<file path="config.mk">
export PLATFORM = sky130hd
export DESIGN_NAME = websocket_frame_decoder_core_flat
export DESIGN_NICKNAME = d
export VERILOG_FILES = /design/src/rtl/wsfd_pkg.sv /design/src/rtl/wsfd_stream_if.sv /design/src/rtl/wsfd_parser.sv /design/src/rtl/websocket_frame_decoder_core.sv /design/src/flat_wrapper.sv
export SDC_FILE = /design/constraint.sdc
export NUM_CORES = 1
export LEC_CHECK = 0
export BUFFER_PORTS_ARGS = -buffer_cell sky130_fd_sc_hd__clkbuf_2
export CORE_MARGIN = 4
export CORE_UTILIZATION = 35
export DETAILED_ROUTE_END_ITERATION = 6
export GPL_ROUTABILITY_DRIVEN = 1
export GPL_TIMING_DRIVEN = 0
export PLACE_DENSITY_LB_ADDON = 0.12
export SYNTH_ARGS = -nofsm -noshare
export SYNTH_HDL_FRONTEND = slang
export SYNTH_SLANG_ARGS = --single-unit
</file>
<file path="constraint.sdc">
create_clock -name clk -period 3.8 [get_ports clk]
set_input_delay 0.19 -clock clk [delete_from_list [all_inputs] [get_ports clk]]
set_output_delay 0.19 -clock clk [all_outputs]
set_load 0.1 [all_outputs]
</file>
<file path="src/rtl/wsfd_pkg.sv">
// Shared types and constants for the WebSocket frame decoder.
// No dependencies; the parser and the decoder core refer to this package by scoped names.

package wsfd_pkg;

    localparam logic [3:0] OP_BINARY = 4'h2;
    localparam logic [3:0] OP_CLOSE  = 4'h8;

    localparam logic [6:0] LEN_EXT16 = 7'd126;
    localparam logic [6:0] LEN_EXT64 = 7'd127;

    localparam logic [3:0] EXT16_BYTES = 4'd2;
    localparam logic [3:0] EXT64_BYTES = 4'd8;
    localparam logic [3:0] KEY_BYTES   = 4'd4;

    // One result word of the decoder
    typedef struct packed {
        logic       valid;
        logic [7:0] data_byte;
        logic       frame_end;
        logic       empty_frame;
        logic       close_seen;
    } result_t;

endpackage

</file>
<file path="src/rtl/wsfd_stream_if.sv">
// Valid/ready channel interfaces for the received byte stream and the results.
// Depends on nothing; used by the decoder top level.

interface wsfd_byte_if;
    logic       valid;
    logic       ready;
    logic [7:0] rx_byte;

    modport source (output valid, output rx_byte, input ready);
    modport sink   (input valid, input rx_byte, output ready);
endinterface

interface wsfd_result_if;
    logic       valid;
    logic       ready;
    logic [7:0] data_byte;
    logic       frame_end;
    logic       empty_frame;
    logic       close_seen;

    modport source (output valid, output data_byte, output frame_end,
                    output empty_frame, output close_seen, input ready);
    modport sink   (input valid, input data_byte, input frame_end,
                    input empty_frame, input close_seen, output ready);
endinterface

</file>
<file path="src/rtl/wsfd_parser.sv">
// Frame parser: header, extended length, mask key and payload tracking.
// Depends on wsfd_pkg; one byte is parsed per step, the result is combinational.

module wsfd_parser #(
    parameter int LENGTH_BITS = 32
) (
    input  logic                clk,
    input  logic                rst_n,
    input  logic                step,
    input  logic [7:0]          rx_byte,
    output wsfd_pkg::result_t   res
);

    typedef enum logic [2:0] {
        PH_HDR0,
        PH_HDR1,
        PH_EXTLEN,
        PH_MASKKEY,
        PH_PAYLOAD
    } phase_t;

    phase_t                   phase_reg,   phase_next;
    logic [3:0]               opcode_reg,  opcode_next;
    logic                     mask_reg,    mask_next;
    logic [3:0]               left_reg,    left_next;
    logic [LENGTH_BITS-1:0]   len_reg,     len_next;
    logic [LENGTH_BITS-1:0]   remain_reg,  remain_next;
    logic [31:0]              key_reg,     key_next;
    logic [1:0]               idx_reg,     idx_next;
    logic                     stopped_reg, stopped_next;

    logic                     len_done;
    logic                     hdr_done;
    logic                     last;
    logic [7:0]               key_byte;

    assign key_byte = key_reg[{~idx_reg, 3'b000} +: 8];
    assign last     = (remain_reg == LENGTH_BITS'(1));

    always_comb
    begin
        phase_next   = phase_reg;
        opcode_next  = opcode_reg;
        mask_next    = mask_reg;
        left_next    = left_reg;
        len_next     = len_reg;
        remain_next  = remain_reg;
        key_next     = key_reg;
        idx_next     = idx_reg;
        stopped_next = stopped_reg;
        len_done     = 1'b0;
        hdr_done     = 1'b0;
        res          = '0;

        if (step && !stopped_reg)
        begin
            unique case (phase_reg)
                PH_HDR0:
                begin
                    opcode_next = rx_byte[3:0];
                    phase_next  = PH_HDR1;
                end
                PH_HDR1:
                begin
                    mask_next = rx_byte[7];
                    len_next  = '0;
                    if (rx_byte[6:0] == wsfd_pkg::LEN_EXT16)
                    begin
                        left_next  = wsfd_pkg::EXT16_BYTES;
                        phase_next = PH_EXTLEN;
                    end
                    else if (rx_byte[6:0] == wsfd_pkg::LEN_EXT64)
                    begin
                        left_next  = wsfd_pkg::EXT64_BYTES;
                        phase_next = PH_EXTLEN;
                    end
                    else
                    begin
                        len_next = LENGTH_BITS'(rx_byte[6:0]);
                        len_done = 1'b1;
                    end
                end
                PH_EXTLEN:
                begin
                    // high bits fall off the top
                    len_next  = {len_reg[LENGTH_BITS-9:0], rx_byte};
                    left_next = left_reg - 4'd1;
                    len_done  = (left_reg == 4'd1);
                end
                PH_MASKKEY:
                begin
                    key_next  = {key_reg[23:0], rx_byte};
                    left_next = left_reg - 4'd1;
                    hdr_done  = (left_reg == 4'd1);
                end
                PH_PAYLOAD:
                begin
                    remain_next = remain_reg - LENGTH_BITS'(1);
                    idx_next    = idx_reg + 2'd1;
                    if (last)
                        phase_next = PH_HDR0;
                    if (opcode_reg == wsfd_pkg::OP_BINARY)
                    begin
                        res.valid     = 1'b1;
                        res.data_byte = mask_reg ? (rx_byte ^ key_byte) : rx_byte;
                        res.frame_end = last;
                    end
                    else if (last && opcode_reg == wsfd_pkg::OP_CLOSE)
                    begin
                        stopped_next   = 1'b1;
                        res.valid      = 1'b1;
                        res.close_seen = 1'b1;
                    end
                end
                default:
                    phase_next = PH_HDR0;
            endcase

            if (len_done)
            begin
                if (mask_next)
                begin
                    left_next  = wsfd_pkg::KEY_BYTES;
                    key_next   = '0;
                    phase_next = PH_MASKKEY;
                end
                else
                    hdr_done = 1'b1;
            end

            if (hdr_done)
            begin
                if (len_next != '0)
                begin
                    remain_next = len_next;
                    idx_next    = 2'd0;
                    phase_next  = PH_PAYLOAD;
                end
                else
                begin
                    phase_next = PH_HDR0;
                    if (opcode_reg == wsfd_pkg::OP_BINARY)
                    begin
                        res.valid       = 1'b1;
                        res.frame_end   = 1'b1;
                        res.empty_frame = 1'b1;
                    end
                    else if (opcode_reg == wsfd_pkg::OP_CLOSE)
                    begin
                        stopped_next   = 1'b1;
                        res.valid      = 1'b1;
                        res.close_seen = 1'b1;
                    end
                end
            end
        end
    end

    always_ff @(posedge clk or negedge rst_n)
    begin
        if (!rst_n)
        begin
            phase_reg   <= PH_HDR0;
            opcode_reg  <= '0;
            mask_reg    <= 1'b0;
            left_reg    <= '0;
            len_reg     <= '0;
            remain_reg  <= '0;
            key_reg     <= '0;
            idx_reg     <= '0;
            stopped_reg <= 1'b0;
        end
        else
        begin
            phase_reg   <= phase_next;
            opcode_reg  <= opcode_next;
            mask_reg    <= mask_next;
            left_reg    <= left_next;
            len_reg     <= len_next;
            remain_reg  <= remain_next;
            key_reg     <= key_next;
            idx_reg     <= idx_next;
            stopped_reg <= stopped_next;
        end
    end

endmodule

</file>
<file path="src/rtl/websocket_frame_decoder_core.sv">
// Channel   | direction | word
// ----------+-----------+----------------------------------------------------
// rx        | sink      | rx_byte: next received byte of the framed stream
// frame     | source    | data_byte, frame_end, empty_frame, close_seen
//
// One byte word is taken per cycle while rx is ready; its result, if any,
// shows on frame the next cycle from the result register.
// rx stalls only while a result waits in the register and frame is not ready.
// rst_n clears the parser to the first header byte and empties the register.
// After a close event every byte is still taken and dropped until reset.
// Depends on wsfd_pkg, wsfd_stream_if and wsfd_parser.

module websocket_frame_decoder_core #(
    parameter int LENGTH_BITS = 32
) (
    input  logic                 clk,
    input  logic                 rst_n,
    wsfd_byte_if.sink            rx,
    wsfd_result_if.source        frame
);

    wsfd_pkg::result_t res;
    logic              step;
    logic              valid_reg;
    logic [7:0]        data_reg;
    logic              end_reg;
    logic              empty_reg;
    logic              close_reg;

    assign rx.ready = !valid_reg || frame.ready;
    assign step     = rx.valid && rx.ready;

    wsfd_parser #(
        .LENGTH_BITS (LENGTH_BITS)
    ) u_parser (
        .clk     (clk),
        .rst_n   (rst_n),
        .step    (step),
        .rx_byte (rx.rx_byte),
        .res     (res)
    );

    always_ff @(posedge clk or negedge rst_n)
    begin
        if (!rst_n)
            valid_reg <= 1'b0;
        else if (step)
            valid_reg <= res.valid;
        else if (frame.ready)
            valid_reg <= 1'b0;
    end

    // payload holds while stalled
    always_ff @(posedge clk)
    begin
        if (step && res.valid)
        begin
            data_reg  <= res.data_byte;
            end_reg   <= res.frame_end;
            empty_reg <= res.empty_frame;
            close_reg <= res.close_seen;
        end
    end

    assign frame.valid       = valid_reg;
    assign frame.data_byte   = data_reg;
    assign frame.frame_end   = end_reg;
    assign frame.empty_frame = empty_reg;
    assign frame.close_seen  = close_reg;

endmodule
</file>
<file path="src/flat_wrapper.sv">
// flat-port wrapper written by rule: the top's interface ports become plain ports
module websocket_frame_decoder_core_flat 
#(
    parameter int LENGTH_BITS = 32
)
  (clk, rst_n, rx_valid, rx_rx_byte, rx_ready, frame_valid, frame_data_byte, frame_frame_end, frame_empty_frame, frame_close_seen, frame_ready);
  wsfd_byte_if rx_i ();
  wsfd_result_if frame_i ();
  input  logic clk;
  input  logic rst_n;
  input wire logic [$bits(rx_i.valid)-1:0] rx_valid;
  input wire logic [$bits(rx_i.rx_byte)-1:0] rx_rx_byte;
  output wire logic [$bits(rx_i.ready)-1:0] rx_ready;
  output wire logic [$bits(frame_i.valid)-1:0] frame_valid;
  output wire logic [$bits(frame_i.data_byte)-1:0] frame_data_byte;
  output wire logic [$bits(frame_i.frame_end)-1:0] frame_frame_end;
  output wire logic [$bits(frame_i.empty_frame)-1:0] frame_empty_frame;
  output wire logic [$bits(frame_i.close_seen)-1:0] frame_close_seen;
  input wire logic [$bits(frame_i.ready)-1:0] frame_ready;
  assign rx_i.valid = rx_valid;
  assign rx_i.rx_byte = rx_rx_byte;
  assign rx_ready = rx_i.ready;
  assign frame_valid = frame_i.valid;
  assign frame_data_byte = frame_i.data_byte;
  assign frame_frame_end = frame_i.frame_end;
  assign frame_empty_frame = frame_i.empty_frame;
  assign frame_close_seen = frame_i.close_seen;
  assign frame_i.ready = frame_ready;
  websocket_frame_decoder_core #(.LENGTH_BITS(LENGTH_BITS)) u_core (.clk(clk), .rst_n(rst_n), .rx(rx_i), .frame(frame_i));
endmodule
</file>
## After elaboration in Yosys (flattened, before gate mapping)

Cells that the tools add are included.

| word-level totals | value |
|---|---|
| register bits | 123 |
| bits in latches | 0 |
| RAM bits | 0 |
| memory bits (read-only) | 0 |
| bits of input ports | 12 |
| output and inout bits | 13 |
| word-level logic and storage cells | 108 |
| memories kept | 0 |

| cells by class | value |
|---|---|
| add/subtract/negate cells | 3 |
| multiply operators | 0 |
| div/mod/pow operators | 0 |
| magnitude comparators | 0 |
| eq/ne operators | 10 |
| shift operators | 1 |
| mux-type cells | 62 |
| bitwise operators | 4 |
| reduce and logical (&&, ||, !) cells | 14 |

Operators by type and width:

| cell | number |
|---|---|
| 2-to-1 mux 32 bit | 7 |
| case mux 32 bit (2 select lines) | 1 |
| equality test 32 x 1 -> 1 bit, second input constant | 1 |
| nonzero test 32 bit | 1 |
| variable part select 32 x 6 -> 8 bit | 1 |
| subtractor 32 x 1 -> 32 bit, second input constant | 1 |
| 2-to-1 mux 1 bit | 28 |
| 2-to-1 mux 3 bit | 9 |
| 2-to-1 mux 4 bit | 4 |
| equality test 7 bit, second input constant | 2 |
| 2-to-1 mux 7 bit | 2 |
| 2-to-1 mux 12 bit | 1 |
| case mux 3 bit (4 select lines) | 1 |
| 2-to-1 mux 10 bit | 1 |
| 2-to-1 mux 9 bit | 1 |
| 2-to-1 mux 2 bit | 4 |
| 2-to-1 mux 8 bit | 1 |
| case mux 4 bit (2 select lines) | 1 |
| bitwise XOR 8 bit | 1 |
| equality test 3 x 2 -> 1 bit, second input constant | 2 |
| equality test 4 x 1 -> 1 bit, second input constant | 1 |
| equality test 4 x 2 -> 1 bit, second input constant | 1 |
| equality test 4 bit, second input constant | 1 |
| logical AND 1 bit | 4 |
| 15 further kinds | 17 |

## Logic depth before layout (Yosys ltp)

Gate-level depths: netlist of the first run.

| depth | value |
|---|---|
| depth in word-level cells | 12 |
| mapped depth | 11 |
| depth with buffers taken out | 10 |

## Cells and area by module

From an unflattened synthesis of the first run, not the netlist that was laid out.

| second synthesis, totals | value |
|---|---|
| cells, all modules | 749 |
| area, all modules | 6804.0 um2 |

By module, submodules not included:

| module | times used | cells an instance | area each (um2) | seq. area each (um2) |
|---|---|---|---|---|
| wsfd_parser | 1 | 732 | 6404.9 | 2777.7 |
| websocket_frame_decoder_core | 1 | 17 | 399.1 | 355.3 |

## Worst setup path before layout of the first run

Ideal clock, no wire load.

| timing path | value |
|---|---|
| path type | reg2reg |
| start point | register u_core.valid_reg (netlist: u_core.frame.valid) |
| end point | register u_core.close_reg (netlist: u_core.frame.close_seen) (enable) |
| setup time | 0.371 ns |
| data arrival time | 3.032 ns |
| setup slack | 0.397 ns |
| cell stages (with the launch flop) | 7 |
| path buffers | 1 |
| period minus slack after synthesis | 3.403 ns |
| path through | dfrtp_1 -> nand2_1 -> and3b_1 -> clkbuf_1 -> nand2_1 -> or3_4 -> a21oi_2 |

| on the way | value |
|---|---|
| longest elaborated chain between the ends | 6 |

RTL lines:

| what | line | source |
|---|---|---|
| start, declared | websocket_frame_decoder_core.sv:24 | `logic valid_reg;` |
| start signal, assigned | websocket_frame_decoder_core.sv:48 | `valid_reg <= res.valid;` |
| zero test 1 bit * | websocket_frame_decoder_core.sv:30 | `assign rx.ready = !valid_reg \|\| frame.ready;` |
| logical OR 1 bit * | websocket_frame_decoder_core.sv:30 |  |
| named net rx_ready | flat_wrapper.sv:13 | `output wire logic [$bits(rx_i.ready)-1:0] rx_ready;` |
| logical AND 1 bit * | websocket_frame_decoder_core.sv:31 | `assign step = rx.valid && rx.ready;` |
| logical AND 1 bit | wsfd_parser.sv:55 | `if (step && !stopped_reg)` |
| 2-to-1 mux 12 bit | wsfd_parser.sv:55 |  |
| logical AND 1 bit * | websocket_frame_decoder_core.sv:56 | `if (step && res.valid)` |
| end signal, assigned | websocket_frame_decoder_core.sv:61 | `close_reg <= res.close_seen;` |
| end, declared | websocket_frame_decoder_core.sv:28 | `logic close_reg;` |

Mark *: on every way through the listed nets, which the timed path passes. The rest lies on a longest branch.
A chain may end at the register's enable or synchronous reset.

## Final worst setup path of the first run

| timing path | value |
|---|---|
| start point | register u_core.u_parser.phase_reg[1] |
| end point | register u_core.data_reg[1] (netlist: u_core.frame.data_byte[1]) (enable) |

| on the way | value |
|---|---|
| longest elaborated chain between the ends | 9 |

RTL lines:

| what | line | source |
|---|---|---|
| start, declared | wsfd_parser.sv:22 | `phase_t phase_reg, phase_next;` |
| start signal, assigned | wsfd_parser.sv:175 | `phase_reg <= phase_next;` |
| parallel branches: the longest is 6 deep, another holds case mux 32 bit (2 select lines) | -- |  |
| 2-to-1 mux 1 bit * | wsfd_parser.sv:131 | `if (hdr_done)` |
| 2-to-1 mux 12 bit * | wsfd_parser.sv:55 |  |
| logical AND 1 bit * | websocket_frame_decoder_core.sv:56 |  |
| end signal, assigned | websocket_frame_decoder_core.sv:58 | `data_reg <= res.data_byte;` |
| end, declared | websocket_frame_decoder_core.sv:25 | `logic [7:0] data_reg;` |

Every way passes the cells marked *. The select of a mux whose other input is x is not followed.

==> results.ini, run 1 <==
[status]
status = finished clean

[global_routing]
grt_pass1_vias = 5992
grt_pass1_wl_microns = 35420
grt_max_degree = 76
grt-ovfl-total = 0
track_usage = 0.2103
antenna_found_initial = 0

[yosys]
syn-cell-area_sq_um = 6885
syn_avg_cell_area_sq_um = 9.048
synthTopCellsByArea = dfrtp_1 41%, nand2_1 7.4%, edfxtp_1 4.8%, nor2_1 4.0%, o21ai_0 3.2%
syn_inst = 761
async_reset_ff_frac = 0.9106
synth_top_area_share = 0.4071
ys_types = 72
synth_top_area_cell = dfrtp_1
yosys_most_used_dff = dfrtp_1
synth-edff-count = 11
yosysWarnings = 0
ys_ff_latch = 123
syn-num-nets = 777
yosysSeqAreaShare = 0.4550

[timing]
hold-worst-slack_ns = 0.04900
tns_ns = 0
worst_slew_pin_slew_ns = 0.9730
period_minus_slack_ns = 3.581
setup_violations = 0
postLayoutSetupSlackWorst_ns = 0.2187
rsz0062_at_grt = false
slew_viol_final = 0
relSlewSlack = 0.3513
clock.fmax_mhz = 279.2
finalCritPeriodShare = 0.9424
hold_viol = 0
finClkSkew_ns = 0.009765

[final_layout]
drive_gt1_frac = 0.1221
area_growth_pct = 16.01
n_antenna_cell = 0
final_cells = 1084
finalNetCount = 822
final_cell_area_sq_um = 7988

[setup_path]
crit_path_top_delay_cell = a222oi_1
cp_cell_sequence = nor2b_1 > clkbuf_1 > a222oi_1 > nand4_1 > nor4_2 > nand4_1 > or3_4 > a21oi_4
worstRegToRegCells = 8
start_kind = flip-flop
end_kind = flip-flop
critPathKind = flip-flop to flip-flop
cpPeakStageDelay_ns = 0.91
cp.arrival_ns = 3.66
cp.required_ns = 3.88
path_common_cell = nand4_1
worstPathMaxFanout = 12

[routing]
dr_total_vias = 6169
drtIter0Drc = 687
viasPerCell = 5.691
routed_wl_microns = 22720
drc = 0
wire_per_inst_microns = 20.96
ant_nets = 0
first_pass_iters = 7

[die]
die_h_microns = 148.3
core-area_sq_um = 19400
num_io_pins = 25
initial_utilization = 0.3549
rows = 51
die_width_microns = 148.3
die-area_sq_um = 21980

[power_and_ir_drop]
powerDensity_nw_per_um2 = 791.2
peakVddDrop_uv = 299.1
leakage_nw = 3.145

[clock_tree]
clock_sinks = 123
postCtsSetupBuffers = 0
clockRootBuffer = clkbuf_16
cts_tree = built
cts_htree_levels = 4
clkTransAtPathRegs_ns = 0.06
cts_buffers = 17
clock_latency_ns = 0.42
cts_buffer_depth = 2

[job]
drv_cap = 0

[place]
pre_cts_ws_ns = 0.06566
dpl-instance-area_sq_um = 7373
numPlacedInstances = 1051
dpl.hpwl_microns = 16380
io_buffers = 24
gp_congestion = 0.8782

[worst_hold_path]
hold_depth = 3
hold_path_class = primary input to flip-flop

==> power breakdown <==
| part | switching, mW | internal [mW] |
|---|---|---|
| clock network | 0.670 | 0.998 |
| registers | 0.462 | 1.76 |
| logic | 1.49 | 0.940 |
| total | 2.62 | 3.70 |
==> area by class of cell <==
cell class | instances | area (sq um)
timing repair buffer | 26 | 166.4
clock buffer | 18 | 439.2
buffer | 51 | 227.7
multi-input combinational | 575 | 3487
fill | 1930 | 11410
tap | 265 | 331.6
clock inverter | 14 | 157.7
sequential | 123 | 3133
inverter | 12 | 45.04
==> kinds of logic (layout without fill, tap and decap cells) <==
kind of cell | Yosys count | after routing | synth area share
xor+xnor | 12 | 12 | 0.01527
compound gates | 201 | 201 | 0.2019
flops | 123 | 123 | 0.4550
fa+ha+maj | 4 | 4 | 0.007269
mux | 17 | 17 | 0.04034
simple gates | 341 | 341 | 0.2406
buf+inv | 63 | 121 | 0.03961
==> what timing repair did <==
item	4_1_cts	5_1_grt
endpoints found under the setup margin	0	12
resized for setup	0	1
hold buffers	1	0
endpoints found under the hold margin	37	0
==> per-layer routing <==
layer  up-vias  part of all wire  global-route usage
met2       199              0.46              0.3211
li1       2877                 -                   -
met5         -                 0                   0
met3        36             0.055             0.04845
met4         0             0.025             0.06328
met1      3057              0.46              0.2994
==> critical path: cells and delay by family, from the launching register on <==
kind            cells  cell delay [ns]
simple gates        5             1.27
flops               1             0.40
buf+inv             1             0.27
compound gates      2             1.29
==> cells in the mapped netlist, drive strengths merged, types with 4 or more instances <==
library cell	number
a222oi	4
nor4	10
dfrtp	112
clkbuf	34
and4	5
nand2	135
edfxtp	11
o21a	11
ha	4
nor3	26
o21ai	47
or3	4
a2bb2oi	4
nor2	73
mux4	8
a22o	7
mux2	6
a21o	4
nor4b	7
buf	17
inv	12
a21oi	45
xor2	9
a211oi	20
and2	7
a22oi	15
nor3b	11
nor2b	18
o22ai	6
nand3	21
a221oi	13
==> per-stage QoR <==
stage	total power, mW	util
2_1_floorplan	3.830	-
3_3_place_gp	4.569	0.3782
3_5_place_dp	4.612	0.3801
5_1_grt	6.688	0.4118
4_1_cts	6.305	0.4114
6_report	6.320	0.4118
==> worst paths after layout <==
check / startpoint / to / slack [ns]
min in group asynchronous: rst_n / u_core.u_parser.remain_reg[15]$_DFFE_PN0P_ / 0.25
worst min register to register: u_core.u_parser.remain_reg[31]$_DFFE_PN0P_ / u_core.u_parser.remain_reg[31]$_DFFE_PN0P_ / 0.49
worst min-delay path: frame_ready / u_core.frame.valid$_DFFE_PN0P_ / 0.05
worst max register to register: u_core.u_parser.phase_reg[1]$_DFFE_PN0P_ / u_core.frame.data_byte[1]$_SDFFCE_PN0P_ / 0.22
max in group asynchronous: rst_n / u_core.u_parser.left_reg[0]$_DFFE_PN0P_ / 2.84
worst max-delay path: u_core.u_parser.phase_reg[1]$_DFFE_PN0P_ / u_core.frame.data_byte[1]$_SDFFCE_PN0P_ / 0.22
==> placed cells by master, fill, tap and decap left out, types with 12 or more instances in the layout <==
master and instances:
dfrtp_1 112, a21oi_1 42, o21ai_0 44, a22oi_1 15, clkbuf_16 17, nand3_1 21, a211oi_1 20, nor3_1 26
nor2_1 73, inv_1 12, nor2b_1 18, clkbuf_1 34, clkbuf_2 23, nand2_1 135
(Power assumes the default switching activity.)
==> run 2: changes to the inputs <==
Settings changed: CELL_PAD_IN_SITES_DETAIL_PLACEMENT set to 0, CELL_PAD_IN_SITES_GLOBAL_PLACEMENT set to 1, MAX_ROUTING_LAYER set to met4, RECOVER_POWER set to 100.
==> results.ini, run 2 (synthesis results as in run 1) <==
[status]
status = complete, but fails checks  ; was finished clean
violations = capacitance limit, slew limit

[clock_tree]
postCtsSetupBuffers = 0  ; unchanged
clock_latency_ns = 0.42  ; about the same
cts_buffer_depth = 2  ; unchanged
cts_htree_levels = 4  ; unchanged
cts_buffers = 17  ; unchanged
cts_tree = built  ; unchanged
clock_sinks = 123  ; unchanged
clockRootBuffer = clkbuf_16  ; unchanged
clkTransAtPathRegs_ns = 0.06  ; about the same

[global_routing]
antenna_found_initial = 0  ; unchanged
grt_pass1_vias = 6129  ; was 5992
grt_max_degree = 59  ; was 76
grt_pass1_wl_microns = 36280  ; was 35420 microns
grt-ovfl-total = 0  ; unchanged
track_usage = 0.2214  ; was 0.2103

[routing]
dr_total_vias = 6238  ; was 6169
routed_wl_microns = 23190  ; was 22720 microns
first_pass_iters = 6  ; was 7
ant_nets = 0  ; unchanged
viasPerCell = 5.755  ; was 5.691
drtIter0Drc = 664  ; was 687
drc = 0  ; unchanged
wire_per_inst_microns = 21.40  ; was 20.96 microns

[final_layout]
drive_gt1_frac = 0.1013  ; was 0.1221
final_common_cell = nand2_1  ; unchanged
n_antenna_cell = 0  ; unchanged
fin_util = 0.4078  ; was 0.4118
area_growth_pct = 14.88  ; was 16.01%
final_cells = 1084  ; unchanged
final_cell_area_sq_um = 7910  ; was 7988 sq um
finalNetCount = 822  ; unchanged
layout_common_cells = 135 x nand2_1, 112 x dfrtp_1, 73 x nor2_1, 54 x clkbuf_1, 44 x o21ai_0  ; was 135 x nand2_1, 112 x dfrtp_1, 73 x nor2_1, 44 x o21ai_0, 42 x a21oi_1

[die]
rows = 51  ; unchanged
die-area_sq_um = 21980  ; unchanged
initial_utilization = 0.3549  ; unchanged
die_width_microns = 148.3  ; unchanged
die_h_microns = 148.3  ; unchanged
core-area_sq_um = 19400  ; unchanged
num_io_pins = 25  ; unchanged

[power_and_ir_drop]
peakVddDrop_uv = 315.3  ; was 299.1 uV
total_power_mw = 6.201  ; was 6.320 mW
leakage_nw = 3.072  ; was 3.145 nW
powerDensity_nw_per_um2 = 783.9  ; was 791.2 nW/um^2

[place]
dpl-instance-area_sq_um = 7373  ; unchanged
numPlacedInstances = 1051  ; unchanged
gp_congestion = 0.9517  ; was 0.8782
dpl.hpwl_microns = 16460  ; was 16380 microns
pre_cts_ws_ns = -0.008125  ; was 0.06566 ns
io_buffers = 24  ; unchanged

[setup_path]
end_kind = flip-flop  ; unchanged
crit_start = u_core.u_parser.phase_reg[1]$_DFFE_PN0P_  ; unchanged
cp.arrival_ns = 3.86  ; was 3.66 ns
worstPathMaxFanout = 10  ; was 12
critPathKind = flip-flop to flip-flop  ; unchanged
worstReg2RegStart = u_core.u_parser.phase_reg[1]$_DFFE_PN0P_  ; unchanged
start_kind = flip-flop  ; unchanged
cp.required_ns = 4.11  ; was 3.88 ns

[timing]
worst_slew_pin_slew_ns = 2.796  ; was 0.9730 ns
clock.fmax_mhz = 281.3  ; was 279.2 MHz
hold_viol = 0  ; unchanged
slew_viol_final = 55  ; was 0
tns_ns = 0  ; unchanged
finClkSkew_ns = 0.01131  ; was 0.009765 ns
period_minus_slack_ns = 3.555  ; was 3.581 ns
relSlewSlack = -0.8642  ; was 0.3513
setup_violations = 0  ; unchanged
hold-worst-slack_ns = 0.05153  ; was 0.04900 ns
finalCritPeriodShare = 0.9355  ; was 0.9424
postLayoutSetupSlackWorst_ns = 0.2452  ; was 0.2187 ns
rsz0062_at_grt = false  ; unchanged

[job]
drv_cap = 1  ; was 0

[worst_hold_path]
hold_start = frame_ready  ; unchanged
hold_path_class = primary input to flip-flop  ; unchanged

[run 2: cell types whose count changed in the layout (fill, tap and decap cells not counted), moves of 2 or more]
cell,change
clkinv_2,+4
a221oi_2,+2
a221oi_1,-2
clkbuf_8,-2
buf_1,-3
clkbuf_1,+20
inv_6,-6
buf_2,-2
clkbuf_2,-11
[run 2: worst paths after layout]
| path | end | slack [ns] | cells after the start |
|---|---|---|---|
| hold reg to reg | u_core.u_parser.stopped_reg$_DFFE_PN0P_ | 0.48 | 1 |
| max in group asynchronous | u_core.u_parser.key_reg[25]$_DFFE_PN0P_ | 0.78 | 2 |
| hold / removal | u_core.frame.valid$_DFFE_PN0P_ | 0.05 | 3 |
| min in group asynchronous | u_core.u_parser.remain_reg[18]$_DFFE_PN0P_ | 1.40 | 2 |
| setup reg to reg | u_core.u_parser.remain_reg[10]$_DFFE_PN0P_ | 0.25 | 11 |
| setup / recovery | u_core.u_parser.remain_reg[10]$_DFFE_PN0P_ | 0.25 | 11 |
[run 2: layout make-up]
| cell class | instances | area, sq um |
|---|---|---|
| Multi-Input combinational cell | 575 | 3492 |
| Fill cell | 1989 | 11490 |
| Tap cell | 265 | 331.6 |
| Clock buffer | 20 | 436.7 |
| Sequential cell | 123 | 3133 |
| Inverter | 12 | 45.04 |
| Buffer | 51 | 224.0 |
| Clock inverter | 12 | 101.3 |
| Timing Repair Buffer | 26 | 146.4 |
[run 2: power breakdown]
part           leakage, nW  total (mW)  switching, mW  internal, mW
Sequential            1.57        2.21          0.453          1.76
Combinational         1.24        2.46           1.52         0.941
Clock                0.265        1.52          0.629         0.894
Total                 3.07        6.20           2.61          3.60
[run 2: repair_timing]
item                       4_1_cts  5_1_grt
gates cloned                     0        0
pin swaps                        0        1
resized for setup                1        3
setup endpoints to repair       11       12
hold endpoints to repair        54        0
hold buffers                     1        0
[run 2: layer usage]
metal | vias up | wire [microns] | GRT usage
li1 | 2862 | - | -
met1 | 3100 | 11440 | 0.3199
met2 | 235 | 9839 | 0.3042
met3 | 41 | 1374 | 0.05576
met4 | 0 | 538 | 0.07067
met5 | - | 0 | -
[run 2: critical path: stages, from the launching register on]
cell and delay (ns):
dfrtp_1 0.40, buf_6 0.16, inv_1 0.09, clkbuf_1 0.46
a22oi_1 0.17, o21ai_0 0.62, nor4_2 0.14, and4_1 0.25
a21oi_2 0.45, clkbuf_2 0.39, nand2_1 0.15, o311a_1 0.15
==> run 3: changes to the inputs <==
Settings changed: ABC_AREA set to 1, ABC_CLOCK_PERIOD_IN_PS set to 3800, CELL_PAD_IN_SITES_DETAIL_PLACEMENT 0 to unset, CELL_PAD_IN_SITES_GLOBAL_PLACEMENT 1 to unset.
==> results.ini, run 3 <==
[final_layout]
multi_input_area_sq_um = 3334  ; was 3492 sq um
finalNetCount = 1063  ; was 822
fin_util = 0.4082  ; was 0.4078
n_antenna_cell = 0  ; unchanged
drive_gt1_frac = 0.08208  ; was 0.1013
area_growth_pct = 13.69  ; was 14.88%
layout_common_cells = 245 x nand2_1, 151 x inv_1, 112 x dfrtp_1, 89 x nor2_1, 86 x nand3_1  ; was 135 x nand2_1, 112 x dfrtp_1, 73 x nor2_1, 54 x clkbuf_1, 44 x o21ai_0
num-fill-cells = 2165  ; was 1989
final_common_cell = nand2_1  ; unchanged
regArea_sq_um = 3133  ; unchanged

[yosys]
yosys_most_used_dff = dfrtp_1  ; unchanged
syn-num-nets = 1018  ; was 777
syn_inst = 1002  ; was 761
synth_commonest_cells = 245 x nand2_1, 150 x inv_1, 112 x dfrtp_1  ; was 135 x nand2_1, 112 x dfrtp_1, 73 x nor2_1
syn-cell-area_sq_um = 7312  ; was 6885 sq um
async_reset_ff_frac = 0.9106  ; unchanged
synth-edff-count = 11  ; unchanged
ys_types = 44  ; was 72
ys_ff_latch = 123  ; unchanged
synthTopCellsByArea = dfrtp_1 38%, nand2_1 13%, inv_1 7.7%, nand3_1 5.8%, edfxtp_1 4.5%  ; was dfrtp_1 41%, nand2_1 7.4%, edfxtp_1 4.8%, nor2_1 4.0%, o21ai_0 3.2%
yosysSeqAreaShare = 0.4285  ; was 0.4550
synth_top_area_share = 0.3833  ; was 0.4071
syn_avg_cell_area_sq_um = 7.297  ; was 9.048 sq um
synthMostInstantiatedCell = nand2_1  ; unchanged
synth_top_area_cell = dfrtp_1  ; unchanged
yosysWarnings = 0  ; unchanged

[timing]
tns_ns = 0  ; unchanged
hold_viol = 0  ; unchanged
clock.fmax_mhz = 289.0  ; was 281.3 MHz
worst_slew_pin_slew_ns = 2.561  ; was 2.796 ns
finalCritPeriodShare = 0.9107  ; was 0.9355
slew_viol_final = 44  ; was 55
setup_violations = 0  ; unchanged
rsz0062_at_grt = false  ; unchanged
finClkSkew_ns = 0.01601  ; was 0.01131 ns
period_minus_slack_ns = 3.461  ; was 3.555 ns
relSlewSlack = -0.7074  ; was -0.8642

[power_and_ir_drop]
peakVddDrop_uv = 263.2  ; was 315.3 uV
powerDensity_nw_per_um2 = 355.6  ; was 783.9 nW/um^2
leakage_nw = 3.935  ; was 3.072 nW

[clock_tree]
cts_htree_levels = 4  ; unchanged
cts_tree = built  ; unchanged
clkTransAtPathRegs_ns = 0.06  ; about the same
clock_sinks = 123  ; unchanged
clockRootBuffer = clkbuf_16  ; unchanged
cts_buffers = 17  ; unchanged
postCtsSetupBuffers = 0  ; unchanged
clock_latency_ns = 0.43  ; was 0.42 ns
cts_buffer_depth = 2  ; unchanged

[routing]
dr_total_vias = 6692  ; was 6238
routed_wl_microns = 23440  ; was 23190 microns
drtIter0Drc = 568  ; was 664
first_pass_iters = 7  ; was 6
wire_per_inst_microns = 17.63  ; was 21.40 microns
drc = 0  ; unchanged
viasPerCell = 5.032  ; was 5.755
ant_nets = 0  ; unchanged

[worst_hold_path]
whs_endpoint = u_core.frame.valid$_DFFE_PN0P_  ; unchanged
hold_path_class = primary input to flip-flop  ; unchanged
hold_depth = 4  ; was 3
hold_start = frame_ready  ; unchanged

[setup_path]
cp.arrival_ns = 3.53  ; was 3.86 ns
cp.required_ns = 3.87  ; was 4.11 ns
start_kind = flip-flop  ; unchanged
r2r_setup_slack_ns = 0.34  ; was 0.25 ns
worstPathMaxFanout = 11  ; was 10
end_kind = flip-flop  ; unchanged
crit_path_top_delay_cell = clkbuf_1  ; was o21ai_0
crit_start = u_core.frame.valid$_DFFE_PN0P_  ; was u_core.u_parser.phase_reg[1]$_DFFE_PN0P_
critPathKind = flip-flop to flip-flop  ; unchanged
cpLargestDelayFamily = buffers and inverters  ; was compound AO/OA/AOI/OAI gates
cp_cell_sequence = inv_1 > nor2_1 > inv_1 > nand3_1 > inv_2 > clkbuf_1 > buf_2 > nand3_1 > inv_1  ; was buf_6 > inv_1 > clkbuf_1 > a22oi_1 > o21ai_0 > nor4_2 > and4_1 > a21oi_2 > clkbuf_2 > nand2_1 > o311a_1
rr_endpoint = u_core.frame.data_byte[1]$_SDFFCE_PN0P_  ; was u_core.u_parser.remain_reg[10]$_DFFE_PN0P_
worstReg2RegStart = u_core.frame.valid$_DFFE_PN0P_  ; was u_core.u_parser.phase_reg[1]$_DFFE_PN0P_
cpPeakStageDelay_ns = 0.55  ; was 0.62 ns
path_common_cell = inv_1
worst-path-buf-inv = 6  ; was 4
worstRegToRegCells = 9  ; was 11

[global_routing]
track_usage = 0.2120  ; was 0.2214
grt_pass1_wl_microns = 37740  ; was 36280 microns
grt_max_degree = 70  ; was 59
antenna_found_initial = 0  ; unchanged
grt-ovfl-total = 0  ; unchanged
grt_pass1_vias = 6650  ; was 6129

[place]
gp_congestion = 0.8828  ; was 0.9517
io_buffers = 24  ; unchanged
dpl.hpwl_microns = 17390  ; was 16460 microns

[die]
rows = 52  ; was 51
core-area_sq_um = 20360  ; was 19400 sq um
die-area_sq_um = 23270  ; was 21980 sq um
die_h_microns = 152.5  ; was 148.3 microns
die_width_microns = 152.5  ; was 148.3 microns
initial_utilization = 0.3591  ; was 0.3549
num_io_pins = 25  ; unchanged

[job]
drv_cap = 1  ; unchanged

[status]
status = complete, but fails checks  ; unchanged
violations = capacitance limit, slew limit  ; unchanged

run 3: cell types whose count changed in the layout (fill, tap and decap cells not counted), sizes merged, moves of 12 or more:
cell,delta
a22oi,-14
o211ai,+31
nand2,+114
a21oi,-13
nor2,+22
clkbuf,-12
nand3,+69
inv,+154
nand4,+21
nor2b,-18
o21ai,+18
nor3,-13
a211oi,-20
a221oi,-12
run 3: final cells by class:
type / instances / share of cell area
Sequential cell: 123 / 0.3769
Clock buffer: 19 / 0.05328
Inverter: 164 / 0.07405
Buffer: 43 / 0.02318
Tap cell: 270 / 0.04064
Timing Repair Buffer: 26 / 0.01686
Multi-Input combinational cell: 672 / 0.4011
Clock inverter: 13 / 0.01400
run 3: what timing repair did:
item	in CTS	in global routing
resized for setup	1	0
hold buffers	1	0
endpoints found under the setup margin	11	0
hold endpoints to repair	43	0
run 3: worst max-delay path by stage:
stage          cells past startpoint  slack, ns                                         end
3_3_place_gp                       9       0.02     u_core.frame.data_byte[5]$_SDFFCE_PN0P_
4_1_cts                            9       0.30     u_core.frame.data_byte[3]$_SDFFCE_PN0P_
6_report                           9       0.34     u_core.frame.data_byte[1]$_SDFFCE_PN0P_
2_1_floorplan                      9       0.29       u_core.frame.close_seen$_SDFFCE_PN0P_
5_1_grt                           16       0.08  u_core.u_parser.remain_reg[29]$_DFFE_PN0P_
3_5_place_dp                       9      0.004     u_core.frame.data_byte[4]$_SDFFCE_PN0P_
run 3: cell families after synthesis:
group,synth area share
adders and majority gates,0.006845
buffers and inverters,0.1138
and+or+nand+nor,0.2971
AOI/OAI and AO/OA,0.1239
xor gates and xnor gates,0.02995
DFF,0.4285
run 3: per-stage QoR:
stage | total power [mW] | std cells | setup slack (ns) | cell area (sq um) | hold WS (ns)
6_report | 2.956 | 1330 | 0.3394 | 8313 | 0.05171
5_1_grt | 3.060 | 1330 | 0.08385 | 8313 | 0.07173
4_1_cts | 2.989 | 1330 | 0.3008 | 8377 | 0.03714
3_5_place_dp | 1.400 | 1297 | 0.004139 | 7806 | 0.1524
3_3_place_gp | 1.396 | 1296 | 0.02310 | 7770 | 0.4576
2_1_floorplan | 1.354 | 1002 | 0.2947 | 7312 | -0.1056
run 3: worst register-to-register path, cell delays in order, from the launching register on:
cell      delay, ns
dfrtp_1        0.38
inv_1          0.05
nor2_1         0.03
inv_1          0.08
nand3_1        0.54
inv_2          0.44
clkbuf_1       0.55
buf_2          0.43
nand3_1        0.19
inv_1          0.39
run 3: metal layers:
layer	share of wire	routed length [microns]	track usage
met4	0.018	433	0.05982
met2	0.48	11250	0.3387
met3	0.040	946	0.03408
met5	0	0	-
met1	0.46	10820	0.2809
run 3: report_power, final:
part | internal, mW | switching (mW) | total, mW
clock | 0.919 | 0.664 | 1.58
combinational | 0.00985 | 0.0391 | 0.0490
sequential | 1.32 | 0.0000000000000000135 | 1.32
total | 2.25 | 0.703 | 2.96
